File: src/sv/go_to_goal_pi_controller_assert.svh
// Assertion macros for the go-to-goal PI controller.
// Included by modules that carry concurrent checks; no other dependencies.
`ifndef GO_TO_GOAL_PI_CONTROLLER_ASSERT_SVH
`define GO_TO_GOAL_PI_CONTROLLER_ASSERT_SVH

// antecedent implies consequent in the same cycle
`define GTG_ASSERT_SAME(lbl, clk, rst, ante, cons, msg) \
   lbl: assert property (@(posedge clk) disable iff (rst) (ante) |-> (cons)) \
      else $error(msg);

// antecedent implies consequent in the next cycle
`define GTG_ASSERT_NEXT(lbl, clk, rst, ante, cons, msg) \
   lbl: assert property (@(posedge clk) disable iff (rst) (ante) |=> (cons)) \
      else $error(msg);

`endif

File: src/sv/gtg_pkg.sv
// Shared types, constants and tables for the go-to-goal PI controller.
// No dependencies.
`default_nettype none
package gtg_pkg;

   localparam int CORDIC_STEPS = 16;
   localparam int ROOT_STEPS   = 17;
   localparam int LOOP_STEPS   = (CORDIC_STEPS > ROOT_STEPS) ? CORDIC_STEPS : ROOT_STEPS;
   localparam int ITER_W       = 5;

   localparam logic signed [17:0] PI_Q12     = 18'sd12868;
   localparam logic signed [17:0] TWO_PI_Q12 = 18'sd25736;
   localparam logic signed [20:0] PI_Q16     = 21'sd205887;

   typedef enum logic [2:0] {
      MUL_DX    = 3'd0,
      MUL_DY    = 3'd1,
      MUL_KP    = 3'd2,
      MUL_KI_LO = 3'd3,
      MUL_KI_HI = 3'd4,
      MUL_KH    = 3'd5
   } mul_sel_type;

   typedef enum logic [1:0] {
      REG_STANDOFF = 2'd0,
      REG_SPEED    = 2'd1,
      REG_INTEGRAL = 2'd2,
      REG_TURN     = 2'd3
   } reg_addr_type;

   typedef struct packed {
      logic              load_pose;
      logic              load_goal;
      logic              mul_en;
      logic              acc_add;
      mul_sel_type       mul_sel;
      logic              root_init;
      logic              iter_en;
      logic [ITER_W-1:0] iter_idx;
      logic              err_en;
      logic              wrap_en;
      logic              lin_en;
      logic              publish;
   } dp_cmd_type;

   typedef struct packed {
      logic herr_in_range;
   } dp_status_type;

   function automatic logic signed [20:0] atan_q16(input logic [ITER_W-1:0] idx);
      logic signed [20:0] v;
      case (idx)
         5'd0:    v = 21'sd51472;
         5'd1:    v = 21'sd30385;
         5'd2:    v = 21'sd16055;
         5'd3:    v = 21'sd8150;
         5'd4:    v = 21'sd4091;
         5'd5:    v = 21'sd2047;
         5'd6:    v = 21'sd1024;
         5'd7:    v = 21'sd512;
         5'd8:    v = 21'sd256;
         5'd9:    v = 21'sd128;
         5'd10:   v = 21'sd64;
         5'd11:   v = 21'sd32;
         5'd12:   v = 21'sd16;
         5'd13:   v = 21'sd8;
         5'd14:   v = 21'sd4;
         5'd15:   v = 21'sd2;
         5'd16:   v = 21'sd1;
         default: v = 21'sd0;
      endcase
      return v;
   endfunction

endpackage
`default_nettype wire

File: src/sv/gtg_dp.sv
// Datapath: pose store, squared distance, shift-subtract root, CORDIC,
// error sum and shared multiplier. Depends on gtg_pkg.
`default_nettype none
module gtg_dp (
   input  wire logic                  clock,
   input  wire logic                  reset,
   input  wire gtg_pkg::dp_cmd_type   cmd,
   output gtg_pkg::dp_status_type     status,
   input  wire logic signed [15:0]    req_pos_x,
   input  wire logic signed [15:0]    req_pos_y,
   input  wire logic signed [14:0]    req_heading,
   input  wire logic [14:0]           standoff_distance,
   input  wire logic [15:0]           speed_gain,
   input  wire logic [15:0]           integral_gain,
   input  wire logic [15:0]           turn_gain,
   output logic signed [15:0]         rsp_linear_speed,
   output logic signed [15:0]         rsp_turn_rate
);

   logic signed [15:0] own_x_ff, own_y_ff, own_hd_ff;
   logic signed [16:0] dx_ff, dy_ff, dx_c, dy_c;
   logic               zero_ff;
   logic signed [19:0] cx_ff, cy_ff, cx_in, cy_in, xs, ys;
   logic signed [20:0] cz_ff, cz_in, z_round;
   logic signed [51:0] acc_ff, acc_in, addend;
   logic signed [17:0] mul_a, mul_b;
   logic signed [35:0] prod;
   logic [33:0]        n_ff, r_ff, bit_ff, n_in, r_in, bit_in, trial;
   logic signed [17:0] e_ff, e_in, herr_ff, herr_in, bearing;
   logic signed [31:0] sum_ff, sum_in;
   logic signed [32:0] sum_wide;
   logic signed [15:0] lin_ff, rsp_lin_ff, rsp_turn_ff;

   function automatic logic signed [15:0] sat16(input logic signed [51:0] v);
      logic signed [15:0] r;
      if (v > 52'sd32767) r = 16'sh7fff;
      else if (v < -52'sd32768) r = 16'sh8000;
      else r = v[15:0];
      return r;
   endfunction

   assign dx_c = {req_pos_x[15], req_pos_x} - {own_x_ff[15], own_x_ff};
   assign dy_c = {req_pos_y[15], req_pos_y} - {own_y_ff[15], own_y_ff};

   always_comb begin
      mul_a = 18'sd0;
      mul_b = 18'sd0;
      case (cmd.mul_sel)
         gtg_pkg::MUL_DX: begin
            mul_a = {dx_ff[16], dx_ff};
            mul_b = {dx_ff[16], dx_ff};
         end
         gtg_pkg::MUL_DY: begin
            mul_a = {dy_ff[16], dy_ff};
            mul_b = {dy_ff[16], dy_ff};
         end
         gtg_pkg::MUL_KP: begin
            mul_a = e_ff;
            mul_b = $signed({2'b00, speed_gain});
         end
         gtg_pkg::MUL_KI_LO: begin
            mul_a = $signed({2'b00, sum_ff[15:0]});
            mul_b = $signed({2'b00, integral_gain});
         end
         gtg_pkg::MUL_KI_HI: begin
            mul_a = {{2{sum_ff[31]}}, sum_ff[31:16]};
            mul_b = $signed({2'b00, integral_gain});
         end
         gtg_pkg::MUL_KH: begin
            mul_a = herr_ff;
            mul_b = $signed({2'b00, turn_gain});
         end
         default: begin
            mul_a = 18'sd0;
            mul_b = 18'sd0;
         end
      endcase
   end

   assign prod   = mul_a * mul_b;
   assign addend = (cmd.mul_sel == gtg_pkg::MUL_KI_HI) ? {prod, 16'b0}
                                                       : {{16{prod[35]}}, prod};
   assign acc_in = cmd.acc_add ? acc_ff + addend : addend;

   // one root bit per step
   always_comb begin
      trial  = r_ff + bit_ff;
      n_in   = n_ff;
      r_in   = r_ff >> 1;
      bit_in = bit_ff >> 2;
      if (n_ff >= trial) begin
         n_in = n_ff - trial;
         r_in = (r_ff >> 1) + bit_ff;
      end
   end

   // one CORDIC micro-rotation per step
   always_comb begin
      xs = cx_ff >>> cmd.iter_idx;
      ys = cy_ff >>> cmd.iter_idx;
      if (!cy_ff[19]) begin
         cx_in = cx_ff + ys;
         cy_in = cy_ff - xs;
         cz_in = cz_ff + gtg_pkg::atan_q16(cmd.iter_idx);
      end else begin
         cx_in = cx_ff - ys;
         cy_in = cy_ff + xs;
         cz_in = cz_ff - gtg_pkg::atan_q16(cmd.iter_idx);
      end
   end

   assign z_round  = (cz_ff + 21'sd8) >>> 4;
   assign bearing  = zero_ff ? 18'sd0 : z_round[17:0];
   assign e_in     = $signed({1'b0, r_ff[16:0]}) - $signed({3'b000, standoff_distance});
   assign herr_in  = bearing - {{3{own_hd_ff[14]}}, own_hd_ff[14:0]};
   assign sum_wide = {sum_ff[31], sum_ff} + {{15{e_in[17]}}, e_in};

   always_comb begin
      if (sum_wide > 33'sh0_7fff_ffff) sum_in = 32'sh7fff_ffff;
      else if (sum_wide < -33'sh0_8000_0000) sum_in = 32'sh8000_0000;
      else sum_in = sum_wide[31:0];
   end

   always_ff @(posedge clock) begin
      if (reset) begin
         own_x_ff  <= '0;
         own_y_ff  <= '0;
         own_hd_ff <= '0;
         sum_ff    <= '0;
      end else begin
         if (cmd.load_pose) begin
            own_x_ff  <= req_pos_x;
            own_y_ff  <= req_pos_y;
            own_hd_ff <= {req_heading[14], req_heading};
         end
         if (cmd.err_en) sum_ff <= sum_in;
      end
   end

   always_ff @(posedge clock) begin
      if (cmd.load_goal) begin
         dx_ff   <= dx_c;
         dy_ff   <= dy_c;
         zero_ff <= (dx_c == 17'sd0) && (dy_c == 17'sd0);
         if (dx_c[16]) begin
            cx_ff <= -{{3{dx_c[16]}}, dx_c};
            cy_ff <= -{{3{dy_c[16]}}, dy_c};
            cz_ff <= dy_c[16] ? -gtg_pkg::PI_Q16 : gtg_pkg::PI_Q16;
         end else begin
            cx_ff <= {{3{dx_c[16]}}, dx_c};
            cy_ff <= {{3{dy_c[16]}}, dy_c};
            cz_ff <= 21'sd0;
         end
      end else if (cmd.iter_en && (cmd.iter_idx < gtg_pkg::ITER_W'(gtg_pkg::CORDIC_STEPS))) begin
         cx_ff <= cx_in;
         cy_ff <= cy_in;
         cz_ff <= cz_in;
      end
      if (cmd.mul_en) acc_ff <= acc_in;
      if (cmd.root_init) begin
         n_ff   <= acc_ff[33:0];
         r_ff   <= '0;
         bit_ff <= 34'h1_0000_0000;
      end else if (cmd.iter_en && (cmd.iter_idx < gtg_pkg::ITER_W'(gtg_pkg::ROOT_STEPS))) begin
         n_ff   <= n_in;
         r_ff   <= r_in;
         bit_ff <= bit_in;
      end
      if (cmd.err_en) begin
         e_ff    <= e_in;
         herr_ff <= herr_in;
      end else if (cmd.wrap_en) begin
         if (herr_ff > gtg_pkg::PI_Q12) herr_ff <= herr_ff - gtg_pkg::TWO_PI_Q12;
         else herr_ff <= herr_ff + gtg_pkg::TWO_PI_Q12;
      end
      if (cmd.lin_en) lin_ff <= sat16((acc_ff + 52'sd8192) >>> 14);
      if (cmd.publish) begin
         rsp_lin_ff  <= lin_ff;
         rsp_turn_ff <= sat16((acc_ff + 52'sd131072) >>> 18);
      end
   end

   assign status.herr_in_range = (herr_ff <= gtg_pkg::PI_Q12) && (herr_ff >= -gtg_pkg::PI_Q12);
   assign rsp_linear_speed     = rsp_lin_ff;
   assign rsp_turn_rate        = rsp_turn_ff;

endmodule
`default_nettype wire

File: src/sv/gtg_ctrl.sv
// Controller state machine: sequences one request through the datapath
// and owns the result valid flag. Depends on gtg_pkg and the assert header.
`default_nettype none
`include "go_to_goal_pi_controller_assert.svh"
module gtg_ctrl (
   input  wire logic                   clock,
   input  wire logic                   reset,
   input  wire logic                   req_valid,
   output logic                        req_stall,
   input  wire logic                   req_op,
   output logic                        rsp_valid,
   input  wire logic                   rsp_stall,
   output gtg_pkg::dp_cmd_type         cmd,
   input  wire gtg_pkg::dp_status_type status
);

   typedef enum logic [12:0] {
      ST_IDLE  = 13'b0000000000001,
      ST_SQX   = 13'b0000000000010,
      ST_SQY   = 13'b0000000000100,
      ST_RINIT = 13'b0000000001000,
      ST_ITER  = 13'b0000000010000,
      ST_ERR   = 13'b0000000100000,
      ST_WRAP  = 13'b0000001000000,
      ST_MKP   = 13'b0000010000000,
      ST_MKILO = 13'b0000100000000,
      ST_MKIHI = 13'b0001000000000,
      ST_LIN   = 13'b0010000000000,
      ST_MKH   = 13'b0100000000000,
      ST_DONE  = 13'b1000000000000
   } state_type;

   state_type                     state_ff, state_in;
   logic [gtg_pkg::ITER_W-1:0]    cnt_ff, cnt_in;
   logic                          rsp_valid_ff, rsp_valid_in;
   logic                          out_free, accept;

   assign out_free  = !rsp_valid_ff || !rsp_stall;
   assign req_stall = (state_ff != ST_IDLE);
   assign accept    = req_valid && !req_stall;

   always_comb begin
      state_in     = state_ff;
      cnt_in       = cnt_ff;
      rsp_valid_in = rsp_valid_ff && rsp_stall;
      cmd          = '0;
      cmd.mul_sel  = gtg_pkg::MUL_DX;
      cmd.iter_idx = cnt_ff;
      case (state_ff)
         ST_IDLE: begin
            if (accept) begin
               if (req_op) begin
                  cmd.load_goal = 1'b1;
                  state_in      = ST_SQX;
               end else begin
                  cmd.load_pose = 1'b1;
               end
            end
         end
         ST_SQX: begin
            cmd.mul_en = 1'b1;
            state_in   = ST_SQY;
         end
         ST_SQY: begin
            cmd.mul_en  = 1'b1;
            cmd.acc_add = 1'b1;
            cmd.mul_sel = gtg_pkg::MUL_DY;
            state_in    = ST_RINIT;
         end
         ST_RINIT: begin
            cmd.root_init = 1'b1;
            cnt_in        = '0;
            state_in      = ST_ITER;
         end
         ST_ITER: begin
            cmd.iter_en = 1'b1;
            cnt_in      = cnt_ff + 1'b1;
            if (cnt_ff == gtg_pkg::ITER_W'(gtg_pkg::LOOP_STEPS - 1)) state_in = ST_ERR;
         end
         ST_ERR: begin
            cmd.err_en = 1'b1;
            state_in   = ST_WRAP;
         end
         ST_WRAP: begin
            if (status.herr_in_range) state_in = ST_MKP;
            else cmd.wrap_en = 1'b1;
         end
         ST_MKP: begin
            cmd.mul_en  = 1'b1;
            cmd.mul_sel = gtg_pkg::MUL_KP;
            state_in    = ST_MKILO;
         end
         ST_MKILO: begin
            cmd.mul_en  = 1'b1;
            cmd.acc_add = 1'b1;
            cmd.mul_sel = gtg_pkg::MUL_KI_LO;
            state_in    = ST_MKIHI;
         end
         ST_MKIHI: begin
            cmd.mul_en  = 1'b1;
            cmd.acc_add = 1'b1;
            cmd.mul_sel = gtg_pkg::MUL_KI_HI;
            state_in    = ST_LIN;
         end
         ST_LIN: begin
            cmd.lin_en = 1'b1;
            state_in   = ST_MKH;
         end
         ST_MKH: begin
            cmd.mul_en  = 1'b1;
            cmd.mul_sel = gtg_pkg::MUL_KH;
            state_in    = ST_DONE;
         end
         ST_DONE: begin
            cmd.mul_sel = gtg_pkg::MUL_KH;
            if (out_free) begin
               cmd.publish  = 1'b1;
               rsp_valid_in = 1'b1;
               state_in     = ST_IDLE;
            end
         end
         default: state_in = ST_IDLE;
      endcase
   end

   always_ff @(posedge clock) begin
      if (reset) begin
         state_ff     <= ST_IDLE;
         cnt_ff       <= '0;
         rsp_valid_ff <= 1'b0;
      end else begin
         state_ff     <= state_in;
         cnt_ff       <= cnt_in;
         rsp_valid_ff <= rsp_valid_in;
      end
   end

   assign rsp_valid = rsp_valid_ff;

   `GTG_ASSERT_SAME(a_state_onehot, clock, reset, 1'b1, $onehot(state_ff), "state not one-hot")
   `GTG_ASSERT_NEXT(a_goal_starts, clock, reset, accept && req_op, state_ff == ST_SQX, "goal request did not start")
   `GTG_ASSERT_NEXT(a_publish_valid, clock, reset, cmd.publish, rsp_valid_ff, "published result not valid")
   `GTG_ASSERT_SAME(a_iter_bound, clock, reset, state_ff == ST_ITER, cnt_ff < gtg_pkg::ITER_W'(gtg_pkg::LOOP_STEPS), "iteration count overrun")

endmodule
`default_nettype wire

File: src/sv/go_to_goal_pi_controller.sv
// Top level of the go-to-goal PI controller: register port, controller
// and datapath. Depends on gtg_pkg, gtg_ctrl and gtg_dp.
//
//   channel  direction  handshake            payload
//   req      in         req_valid/req_stall  op, pos_x, pos_y, heading
//   rsp      out        rsp_valid/rsp_stall  linear_speed, turn_rate
//   csr      in/out     APB, pready = 1      four gain/standoff registers
//
// An own-pose request loads the pose and leaves the controller idle. A goal
// request runs the 17-step root/CORDIC loop, a heading-error wrap where needed
// and the shared multiplier; the next request can be taken in the same
// cycle as its result appears. Synchronous active-high reset; no clearing pass.
// A finished result waits in the output register; a new request is taken
// meanwhile, and the next result waits until that register is free.
`default_nettype none
module go_to_goal_pi_controller (
   input  wire logic               clock,
   input  wire logic               reset,
   input  wire logic               req_valid,
   output logic                    req_stall,
   input  wire logic               req_op,
   input  wire logic signed [15:0] req_pos_x,
   input  wire logic signed [15:0] req_pos_y,
   input  wire logic signed [14:0] req_heading,
   output logic                    rsp_valid,
   input  wire logic               rsp_stall,
   output logic signed [15:0]      rsp_linear_speed,
   output logic signed [15:0]      rsp_turn_rate,
   input  wire logic               csr_psel,
   input  wire logic               csr_penable,
   input  wire logic               csr_pwrite,
   input  wire logic [3:0]         csr_paddr,
   input  wire logic [31:0]        csr_pwdata,
   output logic [31:0]             csr_prdata,
   output logic                    csr_pready
);

   logic [14:0] standoff_ff;
   logic [15:0] speed_gain_ff, integral_gain_ff, turn_gain_ff;
   logic        csr_write;
   gtg_pkg::reg_addr_type  reg_addr;
   gtg_pkg::dp_cmd_type    cmd;
   gtg_pkg::dp_status_type status;

   assign csr_pready = 1'b1;
   assign csr_write  = csr_psel && csr_penable && csr_pwrite;
   assign reg_addr   = gtg_pkg::reg_addr_type'(csr_paddr[3:2]);

   always_ff @(posedge clock) begin
      if (reset) begin
         standoff_ff      <= 15'd256;
         speed_gain_ff    <= 16'd8192;
         integral_gain_ff <= 16'd164;
         turn_gain_ff     <= 16'd11469;
      end else if (csr_write) begin
         case (reg_addr)
            gtg_pkg::REG_STANDOFF: standoff_ff      <= csr_pwdata[14:0];
            gtg_pkg::REG_SPEED:    speed_gain_ff    <= csr_pwdata[15:0];
            gtg_pkg::REG_INTEGRAL: integral_gain_ff <= csr_pwdata[15:0];
            gtg_pkg::REG_TURN:     turn_gain_ff     <= csr_pwdata[15:0];
            default: ;
         endcase
      end
   end

   always_comb begin
      case (reg_addr)
         gtg_pkg::REG_STANDOFF: csr_prdata = {17'b0, standoff_ff};
         gtg_pkg::REG_SPEED:    csr_prdata = {16'b0, speed_gain_ff};
         gtg_pkg::REG_INTEGRAL: csr_prdata = {16'b0, integral_gain_ff};
         gtg_pkg::REG_TURN:     csr_prdata = {16'b0, turn_gain_ff};
         default:               csr_prdata = '0;
      endcase
   end

   gtg_ctrl u_ctrl (
      .clock     (clock),
      .reset     (reset),
      .req_valid (req_valid),
      .req_stall (req_stall),
      .req_op    (req_op),
      .rsp_valid (rsp_valid),
      .rsp_stall (rsp_stall),
      .cmd       (cmd),
      .status    (status)
   );

   gtg_dp u_dp (
      .clock             (clock),
      .reset             (reset),
      .cmd               (cmd),
      .status            (status),
      .req_pos_x         (req_pos_x),
      .req_pos_y         (req_pos_y),
      .req_heading       (req_heading),
      .standoff_distance (standoff_ff),
      .speed_gain        (speed_gain_ff),
      .integral_gain     (integral_gain_ff),
      .turn_gain         (turn_gain_ff),
      .rsp_linear_speed  (rsp_linear_speed),
      .rsp_turn_rate     (rsp_turn_rate)
   );

endmodule
`default_nettype wire
File: config.mk
export PLATFORM = sky130hd
export DESIGN_NAME = go_to_goal_pi_controller
export DESIGN_NICKNAME = d
export VERILOG_FILES = /design/src/sv/gtg_pkg.sv /design/src/sv/gtg_dp.sv /design/src/sv/gtg_ctrl.sv /design/src/sv/go_to_goal_pi_controller.sv
export VERILOG_INCLUDE_DIRS = /design/src /design/src/sv
export SDC_FILE = /design/constraint.sdc
export NUM_CORES = 2
export LEC_CHECK = 0
export BUFFER_PORTS_ARGS = -buffer_cell sky130_fd_sc_hd__buf_2
export CORE_MARGIN = 3
export CORE_UTILIZATION = 44
export DETAILED_ROUTE_END_ITERATION = 10
export HOLD_SLACK_MARGIN = 0.15
export RECOVER_POWER = 50
export SYNTH_ARGS = -nofsm -noshare
export SYNTH_HDL_FRONTEND = slang
export SYNTH_HIERARCHICAL = 1
export SYNTH_SLANG_ARGS = --single-unit
File: constraint.sdc
create_clock -name clock -period 14.1 [get_ports clock]
set_input_delay 0.705 -clock clock [delete_from_list [all_inputs] [get_ports clock]]
set_output_delay 0.705 -clock clock [all_outputs]
set_load 0.01 [all_outputs]
==> results.md <==
- The buffer depth of the longest clock path is 3.
- In the final layout, flip-flops and latches occupy 12230 um^2.
- The arrival time at the worst endpoint is 13.50 ns.
- The number of setup violations in the final report is 0.
- Clock tree synthesis selected as its root buffer the cell sky130_fd_sc_hd__clkbuf_16.
- The max-slew violation count is 582.
- Hold repair after CTS inserted 0 buffers.
- The pin count of the biggest net entering global routing is 97.
- The async set-or-reset flop fraction in the synthesized netlist is 0.
- Setup repair after global routing left no endpoint under its margin.
- Detailed placement ended at an HPWL of 121.3 mm.
- For this run, the register share of the synthesized area comes to 0.2323.
- The average routed wire per standard cell is 19.93 um.
- The multi-input combinational cell area is 37000 um^2.
- The die width is 352.0 um.
- After global routing the overflow that remains totals 0.
- Synthesis inferred 478 register bits.
- The tree built by TritonCTS fans out to 478 sinks.
- Clock-pin slew was measured on the worst setup and hold paths at 0.06 ns.
- The initial antenna violation count is 4.
- The initialized floorplan defines 126 standard-cell rows.
- For the worst flop-to-flop path, the logic depth is 41.
- In this run, the number of DRC markers left after iteration 0 of detailed routing was 3451.
- The most used flip-flop cell after synthesis is sky130_fd_sc_hd__edfxtp_1.
- The floorplan die area is 123900 um^2.
- The cell area after synthesis is 52660 um^2.
- The via density per instance is 5.714.
- Leaving out fill and tap cells, the most frequent cell in the layout is sky130_fd_sc_hd__inv_1.
- The checks that failed: capacitance limit, slew limit.
- The number of warnings issued by yosys is 6.
- The critical path startpoint category is a flip-flop.
- For this configuration, the core starts out at a cell density of 0.4448.
- Clock latency on the worst-skew pair, taken at its later pin, is 0.68 ns.
- The per-instance average area after synthesis is 8.672 um^2.
- The number of nets still failing antenna checks after routing is 0.
- TritonCTS built the clock tree.
- Post-CTS timing repair inserted 0 buffers for setup.
- For this run, the top clock speed supported by timing is 0.07658 GHz.
- Relative to the synthesized area, the layout overhead comes to 8.261%.
- The final hold violation count is 0.
- The number of nets at the end of the flow is 6910.
- Leaving out fill and tap cells, the most frequent cells in the layout are sky130_fd_sc_hd__inv_1 (621), sky130_fd_sc_hd__nor2_1 (618), sky130_fd_sc_hd__nand2_1 (529), sky130_fd_sc_hd__ha_1 (404), sky130_fd_sc_hd__fa_1 (341).
- For this block, the routed nets add up to 154.1 mm of wire.
- Data on the critical path is required at its endpoint by 14.54 ns.
- The number of different library cells used by synthesis comes to 104.
- The first global-routing pass estimated 242.9 mm of wire.
- In the routed design, unresolved DRC markers number 0.
- In the synthesized netlist, the number of instances is 6073.
- The largest fanout of any net on the critical path is 31.
- The max-capacitance violation count is 10.
- The number of CTS-inserted buffers is 61.
- The number of detailed-route iterations in the first pass is 8.
- The vias after detailed routing is 44150.
- The endpoint kind of the worst setup timing path is a flip-flop.
- Across the routed clock network, the largest skew measured is 0.04493 ns.
- The count of flip-flops with a built-in enable after synthesis is 266.
- The critical path is of the reg -> reg type.
- The post-cts sizing count is 0.
- The number of I/O port buffers is 122.
- The core region is 118400 um^2.
- The die is 352.0 um tall.
- The largest single stage delay on the critical path is 0.83 ns.
- Among all stages on the critical path, the largest delay is contributed by sky130_fd_sc_hd__o21ai_4.
- The smallest clock period supported by the final layout is computed as 13.06 ns.
- Adding up every negative setup slack in the final design gives 0 ns.
- Of the available clock period, the critical path in the final layout requires 0.9261.
- The pin slew with the least headroom to its limit is 4.198 ns.
- The flow ran to the end, but the final reports show violations.
- The via count of the first global-routing pass came to 42850.
- The worst hold path belongs to the class in -> reg.
- Along the worst hold path, the cell count comes to 3.
- The worst max-slew margin expressed relative to the limit is -1.799.
- For this run, the total global-route usage over all layers was measured as 0.2439.
- The proportion of layout cells with a drive suffix above 1 is 0.07850.
- The count of filler cells inserted in the layout is 11370.
- The count of pins on the block boundary is 158.
- The global placement routability congestion is 0.9187.
- The maximum level of the CTS H-tree is 2.
## worst max-delay path: cells and delay by family, from the launching register on
| family | cells | cell delay [ns] |
|---|---|---|
| fa+ha+maj | 8 | 3.80 |
| buf+inv | 4 | 0.46 |
| mux | 1 | 0.17 |
| simple gates | 8 | 2.49 |
| flops | 1 | 0.34 |
| compound gates | 18 | 4.95 |
| xor+xnor | 2 | 0.56 |
## metrics by stage
stage	std cells	cell area [um^2]	util	hold slack [ns]	setup WS, ns
3_3_place_gp	7611	54920	0.4639	0.4040	1.260
3_5_place_dp	7611	54920	0.4639	0.4045	1.179
6_report	7728	57010	0.4816	0.2540	1.042
4_1_cts	7727	57150	0.4827	0.2109	1.160
2_1_floorplan	6089	52720	-	0.4003	2.365
5_1_grt	7727	57010	0.4815	0.2326	0.3845
## cell families (layout without fill, tap and decap cells)
family                     Yosys count  count (layout)  share of synthesized area
other                                3              20                  0.0002138
and+or+nand+nor                   1872            1872                     0.1669
buffers and inverters              915             953                    0.06873
AOI/OAI and AO/OA                 1329            1329                     0.1624
DFF                                478             478                     0.2323
adders and majority gates          746             746                     0.2258
muxes                              304             304                    0.07289
xor gates and xnor gates           426             426                    0.07085
## cells in the mapped netlist, types with 21 or more instances
cell | number | area, um^2
sky130_fd_sc_hd__inv_1 | 622 | 2335
sky130_fd_sc_hd__nor2_1 | 621 | 2331
sky130_fd_sc_hd__nand2_1 | 529 | 1986
sky130_fd_sc_hd__ha_1 | 404 | 5055
sky130_fd_sc_hd__a21oi_1 | 341 | 1707
sky130_fd_sc_hd__fa_1 | 341 | 6827
sky130_fd_sc_hd__o21ai_0 | 328 | 1642
sky130_fd_sc_hd__edfxtp_1 | 266 | 7988
sky130_fd_sc_hd__xnor2_1 | 260 | 2277
sky130_fd_sc_hd__dfxtp_1 | 212 | 4244
sky130_fd_sc_hd__clkbuf_1 | 208 | 780.8
sky130_fd_sc_hd__mux2i_1 | 190 | 1902
sky130_fd_sc_hd__xor2_1 | 166 | 1454
sky130_fd_sc_hd__nand2b_1 | 122 | 763.2
sky130_fd_sc_hd__nand3_1 | 115 | 575.6
sky130_fd_sc_hd__a21o_1 | 108 | 810.8
sky130_fd_sc_hd__nor3_1 | 99 | 495.5
sky130_fd_sc_hd__a31oi_1 | 75 | 469.2
sky130_fd_sc_hd__nor2b_1 | 65 | 406.6
sky130_fd_sc_hd__mux2_2 | 57 | 641.9
sky130_fd_sc_hd__mux4_2 | 54 | 1216
sky130_fd_sc_hd__and3_1 | 47 | 294.0
sky130_fd_sc_hd__a211oi_1 | 46 | 345.3
sky130_fd_sc_hd__nand4_1 | 45 | 281.5
sky130_fd_sc_hd__a311oi_1 | 40 | 350.3
sky130_fd_sc_hd__o21a_1 | 40 | 300.3
sky130_fd_sc_hd__or3_1 | 40 | 250.2
sky130_fd_sc_hd__and2_1 | 39 | 244.0
sky130_fd_sc_hd__o21bai_1 | 39 | 292.8
sky130_fd_sc_hd__or2_2 | 38 | 237.7
sky130_fd_sc_hd__nor4_1 | 31 | 193.9
sky130_fd_sc_hd__buf_1 | 28 | 105.1
sky130_fd_sc_hd__o22ai_1 | 26 | 162.7
sky130_fd_sc_hd__o31ai_1 | 25 | 187.7
sky130_fd_sc_hd__a211o_1 | 23 | 201.4
sky130_fd_sc_hd__buf_4 | 21 | 157.7
## final cells by class
class | count | area share
multi-input cells | 4696 | 0.6490
flip-flops and latches | 478 | 0.2146
inverters | 625 | 0.04117
well taps | 1600 | 0.03511
clock buffers | 68 | 0.02796
repair buffers | 212 | 0.02107
clock inverters | 48 | 0.01108
diodes | 1 | 0.00004389
## path summary, 6_finish.rpt
path / from / end / slack (ns)
setup reg to reg: u_ctrl/state_ff[10]$_SDFFE_PP0P_ / u_dp/acc_ff[51]$_DFFE_PP_ / 1.04
hold / removal: req_heading[14] / u_dp/own_hd_ff[14]$_SDFFE_PP0P_ / 0.25
hold reg to reg: u_dp/lin_ff[5]$_SDFFCE_PN1P_ / u_dp/rsp_linear_speed[5]$_DFFE_PP_ / 0.42
setup / recovery: u_ctrl/state_ff[10]$_SDFFE_PP0P_ / u_dp/acc_ff[51]$_DFFE_PP_ / 1.04
## registers in the layout (all words and copies together) (netlist names), 17 cells and up
register      cells
u_dp/n_ff        34
u_dp/dx_ff       17
u_dp/cy_ff       20
u_dp/sum_ff      32
u_dp/cx_ff       20
u_dp/cz_ff       21
u_dp/herr_ff     18
u_dp/r_ff        34
u_dp/bit_ff      17
u_dp/dy_ff       17
u_dp/e_ff        18
u_dp/acc_ff      52
## metal layers
metal / part of all wire / global-route usage
met4: 0.033 / 0.07970
met5: 0.00018 / 0
met3: 0.061 / 0.03345
met2: 0.47 / 0.4121
met1: 0.43 / 0.3220
Power is left out: the tool's default activity adds up to more than one toggle a clock period on the data nets, which glitch-free logic cannot reach.
